$ cat src/hdl/cpc_pkg.sv
// Shared types, constants and functions of the chunk packetizer
package cpc_pkg;

  localparam int unsigned MaxChunkWords = 127;
  localparam int unsigned FifoDepth     = 4;
  localparam int unsigned FifoPtrW      = $clog2(FifoDepth);
  localparam int unsigned FifoCntW      = $clog2(FifoDepth + 1);

  localparam logic [15:0] CrcInit = 16'hFFFF;
  localparam logic [15:0] CrcPoly = 16'hA001;

  localparam logic [6:0] ChunkWordsReset = 7'd60;

  // Register indexes on the configuration port
  localparam logic [1:0] RegChunkWords  = 2'd0;
  localparam logic [1:0] RegLittleEnd   = 2'd1;
  localparam logic [1:0] RegIndexBase   = 2'd2;

  // Result kinds
  localparam logic KindData = 1'b0;
  localparam logic KindDesc = 1'b1;

  // One result word as it sits in the output queue
  typedef struct packed {
    logic        kind;
    logic [15:0] word;
    logic [15:0] packet_index;
    logic [7:0]  packet_length;
    logic [15:0] packet_crc;
    logic [15:0] packet_offset;
    logic        final_packet;
    logic        run_last;
  } res_t;

  // Queue status seen by the framer
  typedef struct packed {
    logic nonempty;
    logic no_room;
  } fifo_stat_t;

  // Advance a CRC-16/Modbus accumulator by one byte (LSB first)
  function automatic logic [15:0] crc_byte(input logic [15:0] crc, input logic [7:0] b);
    logic [15:0] c;
    c = crc ^ {8'h00, b};
    for (int i = 0; i < 8; i++) begin
      if (c[0]) begin
        c = (c >> 1) ^ CrcPoly;
      end else begin
        c = c >> 1;
      end
    end
    return c;
  endfunction

  // Pack two bytes into a word in the selected byte order
  function automatic logic [15:0] pack_word(input logic [7:0] first, input logic [7:0] second,
                                            input logic le);
    return le ? {second, first} : {first, second};
  endfunction

endpackage

$ cat src/hdl/cpc_res_fifo.sv
// Small result queue: takes up to two words per cycle, hands out one
module cpc_res_fifo import cpc_pkg::*; (
  input  logic       clk_i,
  input  logic       rst_ni,
  input  logic [1:0] push_cnt_i,
  input  res_t       push_a_i,
  input  res_t       push_b_i,
  input  logic       pop_i,
  output res_t       head_o,
  output fifo_stat_t stat_o
);

  res_t                mem_q [FifoDepth];
  logic [FifoPtrW-1:0] wr_ptr_q, wr_ptr_d;
  logic [FifoPtrW-1:0] rd_ptr_q, rd_ptr_d;
  logic [FifoCntW-1:0] count_q, count_d;
  logic [FifoPtrW-1:0] wr_ptr_b;

  assign wr_ptr_b = wr_ptr_q + FifoPtrW'(1);

  // Advance pointers and count
  always_comb begin
    wr_ptr_d = wr_ptr_q + FifoPtrW'(push_cnt_i);
    rd_ptr_d = rd_ptr_q + FifoPtrW'(pop_i);
    count_d  = count_q + FifoCntW'(push_cnt_i) - FifoCntW'(pop_i);
  end

  always_ff @(posedge clk_i or negedge rst_ni) begin
    if (!rst_ni) begin
      wr_ptr_q <= '0;
      rd_ptr_q <= '0;
      count_q  <= '0;
    end else begin
      wr_ptr_q <= wr_ptr_d;
      rd_ptr_q <= rd_ptr_d;
      count_q  <= count_d;
    end
  end

  // Write one or two entries at the tail
  always_ff @(posedge clk_i) begin
    if (push_cnt_i != 2'd0) begin
      mem_q[wr_ptr_q] <= push_a_i;
    end
    if (push_cnt_i == 2'd2) begin
      mem_q[wr_ptr_b] <= push_b_i;
    end
  end

  assign head_o          = mem_q[rd_ptr_q];
  assign stat_o.nonempty = (count_q != '0);
  assign stat_o.no_room  = (count_q > FifoCntW'(FifoDepth - 2));

endmodule

$ cat src/hdl/chunk_packetizer_crc16.sv
// Top level of the chunk packetizer with CRC-16/Modbus descriptors
//
// Input channel: one payload byte per word (data_byte_i, last_byte_i), handshake
// in_valid_i / in_stall_o. Output channel: one result per word, either a packed
// 16-bit data word (kind 0) or a chunk descriptor (kind 1) that trails the chunk's
// last data word; handshake out_valid_o / out_stall_i.
// Each input byte is framed in the cycle it is accepted and its results are
// registered in a four-entry result queue before they are offered. One byte can
// be taken per cycle while in_stall_o is low. A byte that completes a word yields
// one result, a byte that closes a chunk yields two, a held odd byte yields none.
// The output side delivers one result per cycle while out_stall_i is low, so
// back-to-back one-byte payloads (two results each) are paced by it. The queue
// depth sets how long the input keeps up while the receiver stalls: in_stall_o
// rises once the queue cannot take two more results and falls as they are taken.
// Reset empties the queue, clears the framing state (CRC to 0xFFFF, counts to
// zero) and loads the register defaults: 60 words per chunk, big-endian packing,
// index base 0. Registers are written over the APB port at byte address 4*i.
module chunk_packetizer_crc16 import cpc_pkg::*; (
  input  logic        clk_i,
  input  logic        rst_ni,
  // configuration
  input  logic        psel,
  input  logic        penable,
  input  logic        pwrite,
  input  logic [3:0]  paddr,
  input  logic [31:0] pwdata,
  output logic [31:0] prdata,
  output logic        pready,
  // byte input
  input  logic        in_valid_i,
  output logic        in_stall_o,
  input  logic [7:0]  data_byte_i,
  input  logic        last_byte_i,
  // result output
  output logic        out_valid_o,
  input  logic        out_stall_i,
  output logic        kind_o,
  output logic [15:0] word_o,
  output logic [15:0] packet_index_o,
  output logic [7:0]  packet_length_o,
  output logic [15:0] packet_crc_o,
  output logic [15:0] packet_offset_o,
  output logic        final_packet_o,
  output logic        run_last_o
);

  // Configuration registers
  logic [6:0]  chunk_words_q;
  logic        little_endian_q;
  logic [15:0] index_base_q;

  // Framing state
  logic [15:0] crc_q, crc_d;
  logic [7:0]  bytes_q, bytes_d;
  logic [7:0]  held_byte_q;
  logic        held_valid_q, held_valid_d;
  logic [15:0] chunk_num_q, chunk_num_d;
  logic [15:0] chunk_start_q, chunk_start_d;

  logic        in_take;
  logic        cfg_wr;
  logic [6:0]  cw;
  logic [7:0]  limit;
  logic [15:0] crc_next;
  logic [7:0]  cnt_next;
  logic        word_done;
  logic        close;
  logic [15:0] w;
  logic [1:0]  push_cnt;
  res_t        res_word, res_desc, head;
  fifo_stat_t  fstat;

  assign pready  = 1'b1;
  assign cfg_wr  = psel && penable && pwrite && pready;
  assign in_take = in_valid_i && !in_stall_o;

  // Write configuration registers
  always_ff @(posedge clk_i or negedge rst_ni) begin
    if (!rst_ni) begin
      chunk_words_q   <= ChunkWordsReset;
      little_endian_q <= 1'b0;
      index_base_q    <= '0;
    end else if (cfg_wr) begin
      unique case (paddr[3:2])
        RegChunkWords: chunk_words_q   <= pwdata[6:0];
        RegLittleEnd:  little_endian_q <= pwdata[0];
        RegIndexBase:  index_base_q    <= pwdata[15:0];
        default: ;
      endcase
    end
  end

  // Read back configuration registers
  always_comb begin
    unique case (paddr[3:2])
      RegChunkWords: prdata = {25'd0, chunk_words_q};
      RegLittleEnd:  prdata = {31'd0, little_endian_q};
      RegIndexBase:  prdata = {16'd0, index_base_q};
      default:       prdata = '0;
    endcase
  end

  // Frame the incoming byte
  always_comb begin
    cw        = (chunk_words_q == 7'd0) ? 7'd1
              : (chunk_words_q > 7'(MaxChunkWords)) ? 7'(MaxChunkWords) : chunk_words_q;
    limit     = {cw, 1'b0};
    crc_next  = crc_byte(crc_q, data_byte_i);
    cnt_next  = bytes_q + 8'd1;
    word_done = held_valid_q || last_byte_i;
    w         = held_valid_q ? pack_word(held_byte_q, data_byte_i, little_endian_q)
                             : pack_word(data_byte_i, 8'h00, little_endian_q);
    close     = word_done && (last_byte_i || (cnt_next >= limit));

    held_valid_d  = !held_valid_q && !last_byte_i;
    crc_d         = close ? CrcInit : crc_next;
    bytes_d       = close ? 8'd0 : cnt_next;
    chunk_num_d   = chunk_num_q;
    chunk_start_d = chunk_start_q;
    if (close) begin
      chunk_num_d   = last_byte_i ? 16'd0 : chunk_num_q + 16'd1;
      chunk_start_d = last_byte_i ? 16'd0 : chunk_start_q + {8'd0, cnt_next};
    end

    res_word               = '0;
    res_word.kind          = KindData;
    res_word.word          = w;
    res_word.run_last      = !close;

    res_desc               = '0;
    res_desc.kind          = KindDesc;
    res_desc.packet_index  = index_base_q + chunk_num_q;
    res_desc.packet_length = cnt_next;
    res_desc.packet_crc    = crc_next;
    res_desc.packet_offset = chunk_start_q;
    res_desc.final_packet  = last_byte_i;
    res_desc.run_last      = 1'b1;

    if (!in_take) begin
      push_cnt = 2'd0;
    end else if (close) begin
      push_cnt = 2'd2;
    end else if (word_done) begin
      push_cnt = 2'd1;
    end else begin
      push_cnt = 2'd0;
    end
  end

  // Update framing state on each accepted byte
  always_ff @(posedge clk_i or negedge rst_ni) begin
    if (!rst_ni) begin
      crc_q         <= CrcInit;
      bytes_q       <= '0;
      held_valid_q  <= 1'b0;
      chunk_num_q   <= '0;
      chunk_start_q <= '0;
    end else if (in_take) begin
      crc_q         <= crc_d;
      bytes_q       <= bytes_d;
      held_valid_q  <= held_valid_d;
      chunk_num_q   <= chunk_num_d;
      chunk_start_q <= chunk_start_d;
    end
  end

  // Hold the first byte of a pair
  always_ff @(posedge clk_i) begin
    if (in_take && held_valid_d) begin
      held_byte_q <= data_byte_i;
    end
  end

  cpc_res_fifo u_fifo (
    .clk_i,
    .rst_ni,
    .push_cnt_i (push_cnt),
    .push_a_i   (res_word),
    .push_b_i   (res_desc),
    .pop_i      (out_valid_o && !out_stall_i),
    .head_o     (head),
    .stat_o     (fstat)
  );

  assign in_stall_o      = fstat.no_room;
  assign out_valid_o     = fstat.nonempty;
  assign kind_o          = head.kind;
  assign word_o          = head.word;
  assign packet_index_o  = head.packet_index;
  assign packet_length_o = head.packet_length;
  assign packet_crc_o    = head.packet_crc;
  assign packet_offset_o = head.packet_offset;
  assign final_packet_o  = head.final_packet;
  assign run_last_o      = head.run_last;

endmodule

$ cat config.mk
export PLATFORM = sky130hd
export DESIGN_NAME = chunk_packetizer_crc16
export DESIGN_NICKNAME = d
export VERILOG_FILES = /design/src/hdl/cpc_pkg.sv /design/src/hdl/cpc_res_fifo.sv /design/src/hdl/chunk_packetizer_crc16.sv
export SDC_FILE = /design/constraint.sdc
export NUM_CORES = 1
export LEC_CHECK = 0
export BUFFER_PORTS_ARGS = -buffer_cell sky130_fd_sc_hd__buf_2
export CORE_MARGIN = 2
export CORE_UTILIZATION = 38
export CTS_CLUSTER_DIAMETER = 30
export DETAILED_ROUTE_END_ITERATION = 6
export PLACE_DENSITY = 0.63
export SLEW_MARGIN = 25
export SYNTH_ARGS = -nofsm -noshare
export SYNTH_HDL_FRONTEND = slang
export SYNTH_HIERARCHICAL = 1
export SYNTH_SLANG_ARGS = --single-unit
$ cat constraint.sdc
create_clock -name clk_i -period 20.4 [get_ports clk_i]
set_input_delay 3.06 -clock clk_i [delete_from_list [all_inputs] [get_ports clk_i]]
set_output_delay 3.06 -clock clk_i [all_outputs]
set_load 0.02 [all_outputs]
==> impl_metrics.tcl <==
set metrics [dict create \
    swShare 0.336 \
    hp-class "reg -> reg" \
    netlist_instances 1390 \
    p_sw_mw 1.25 \
    multiInputGateArea_um2 10100 \
    setup_viol 0 \
    cts.clk_slew.worst_paths_ns 0.04 \
    nFillCells 4774 \
    cts_buffer_depth 3 \
    ys_seq_area_frac 0.544 \
    path_max_fanout 11 \
    p_leak_nw 10.5 \
    synth_top_cell_by_area "edfxtp_1" \
    cp-end-kind "output pin" \
    skew_ns 0.0267 \
    place.gp.congestion 0.804 \
    synth.avg_cell_area_um2 15.2 \
    p_seq_frac 0.309 \
    ys_warn_count 6 \
    rows 86 \
    first_iter_violations 616 \
    final_hold_viol_count 0 \
    drv_slew 0 \
    slew_headroom 0.305 \
    p_int_mw 2.47 \
    finalCriticalPeriod_ns 7.24 \
    antenna_found_initial 0 \
    root_buffer "clkbuf_16" \
    slowest_stage "nor2b_1" \
    grt_overflow 0 \
    pin_count 162 \
    synth.most_common_cell "edfxtp_1" \
    io_buffers 126 \
    area_delta_synth_final_pct 25.2 \
    dr.pass1.iters 5 \
    cts_buffers 85 \
    vias 13000 \
    drive_above_1_share 0.350 \
    first_global_vias 14000 \
    max_clock_freq_ghz 0.138 \
    synth_top_cells_by_count "edfxtp_1 (308), mux2_2 (175), nand2_1 (92)" \
    cts_tree "yes" \
    worst_ir_drop_vdd_mv 0.0764 \
    synth_top_area_frac 0.438 \
    grt_pass1_wl_um 78900 \
    cp.buffers_inverters 2 \
    syn_area_um2 21100 \
    cap_violations 0 \
    async_flop_share 0.222 \
    synth-edff-count 308 \
    ctsResizeCount 0 \
    ctsHtreeMaxLevel 3 \
    crit_family "simple AND/OR/NAND/NOR gates" \
    crit_type "in -> out" \
    fin_nets 1949 \
    p_total_mw 3.72 \
    power.density_nw_per_um2 141 \
    max_stage_delay_ns 0.50 \
    clock-sinks 396 \
    pwr-share-clk 0.369 \
    pwr-share-comb 0.322 \
    cp_cell_sequence "buf_2, nor2b_1, and2_1, buf_2" \
    arrival_ns 4.18 \
    grtUsageTotal 0.183 \
    drcViolationCount 0 \
    die_x_um 240 \
    ys_top_cells_by_area "edfxtp_1 (44%), mux2_2 (9.3%), dfrtp_1 (8.1%)" \
    yosysUniqueCellTypes 67 \
    insertion_delay_ns 0.60 \
    synth-seq-cells 396 \
    startpoint_type "input port" \
    grt_max_degree 65 \
    wl_um 51400 \
    dp_hpwl_um 31800 \
    die_h_um 240 \
    grt_setup_unrepaired "no" \
    synth_ff_type "edfxtp_1" \
    avgViaCountPerCell 4.87 \
    holdBufCountCts 0 \
    seq_area_um2 11500 \
    fin_crit_sh 0.355 \
    worst_slew_pin_slew_ns 1.04 \
    reg2reg_slack_ns 14.90 \
    post-cts-setup-buffers 0 \
    wl_per_cell_um 19.2 \
    outcome "complete, no violations" \
    dieArea_um2 57500 \
    critPathRequiredTime_ns 17.34 \
    path_common_cell "buf_2" \
    drt.antenna.violating_nets 0 \
    core_um2 55000 \
    start_util 0.384 \
    tns_ns 0 \
]
placed cells by master, fill, tap and decap left out, drive strengths merged, types with 4 or more instances in the layout:
cell / count
buf: 155
mux2i: 22
dfrtp: 68
or3: 10
nor2: 30
nand2: 92
o21ai: 57
a2111oi: 5
xnor2: 36
a21o: 9
inv: 36
xor2: 20
nand3: 20
clkinv: 35
or4: 7
conb: 321
mux2: 318
a21oi: 24
mux4: 75
and2: 10
and3: 7
edfxtp: 308
ha: 37
a31oi: 5
o211ai: 4
nor2b: 7
bufinv: 12
o31ai: 10
nand4: 5
clkinvlp: 5
clkbuf: 104
nor3: 6
nand2b: 8
dfstp: 20
path summary, 6_finish.rpt:
check | from | end | cells past startpoint
worst max-delay path | paddr[3] | prdata[14] | 4
worst min-delay path | crc_q[0]$_DFFE_PN1P_ | crc_q[0]$_DFFE_PN1P_ | 2
worst max register to register | bytes_q[0]$_DFFE_PN0P_ | u_fifo/mem_q[2][60]$_DFFE_PP_ | 14
worst min register to register | crc_q[0]$_DFFE_PN1P_ | crc_q[0]$_DFFE_PN1P_ | 2
max in group asynchronous | rst_ni | u_fifo/rd_ptr_q[1]$_DFF_PN0_ | 2
min in group asynchronous | rst_ni | index_base_q[9]$_DFFE_PN0P_ | 1
per-layer routing:
metal  global-route usage  part of all wire
met2                0.316              0.51
met3               0.0325             0.042
met5                    0                 0
met1                0.224              0.42
met4               0.0794             0.032
metrics by stage:
step	instances	hold WS, ns	utilization	area [um2]	worst slack, ns
3_3_place_gp	2518	0.455	0.428	23500	13.17
4_1_cts	2677	0.458	0.480	26400	13.15
2_1_floorplan	1709	0.442	-	22300	9.91
6_report	2678	0.456	0.481	26400	13.16
3_5_place_dp	2518	0.452	0.428	23500	13.09
5_1_grt	2677	0.475	0.481	26400	13.01
power by group through the flow:
stage                     sequential, mW  combinational (mW)  clock, mW
final                               1.15                1.20       1.37
after global routing                1.17                1.29       1.44
after CTS                           1.15                1.21       1.40
after detailed placement            1.17                1.21          0
after global placement              1.16                1.19          0
after floorplan                     1.11               0.880          0
final cells by class:
class	count	area share
flip-flops and latches	396	0.435
multi-input cells	1186	0.384
clock buffers	104	0.0864
well taps	748	0.0354
repair buffers	155	0.0323
clock inverters	55	0.0229
inverters	33	0.00469
diodes	1	0.0000947
worst register-to-register path, cell delays in order, from the launching register on:
cell	delay, ns
dfrtp_1	0.48
ha_1	0.28
xor2_1	0.63
ha_1	0.28
o21ai_0	0.10
a31oi_1	0.16
o31a_1	0.16
o21bai_1	0.07
buf_4	0.18
a21o_2	0.43
inv_1	0.41
and4bb_4	0.31
buf_4	0.72
buf_4	0.65
mux2_4	0.37
cell families (layout without fill, tap and decap cells):
kind of cell               Yosys count  count (layout)  synth area share
muxes                              415             415             0.276
DFF                                396             396             0.544
and+or+nand+nor                    212             212            0.0491
AOI/OAI and AO/OA                  140             140            0.0427
buffers and inverters              127             347            0.0358
xor gates and xnor gates            58              58            0.0277
adders and majority gates           40              40            0.0248
other                                2             322          0.000356
sequential cells by signal (all words and copies together), names as in the netlist:
register / cells
bytes_q: 8
chunk_num_q: 16
chunk_start_q: 16
chunk_words_q: 7
crc_q: 16
held_byte_q: 8
held_valid_q: 1
index_base_q: 16
little_endian_q: 1
u_fifo/count_q: 3
u_fifo/mem_q: 300
u_fifo/rd_ptr_q: 2
u_fifo/wr_ptr_q: 2
Note: power is estimated with default switching activity, not from simulation.
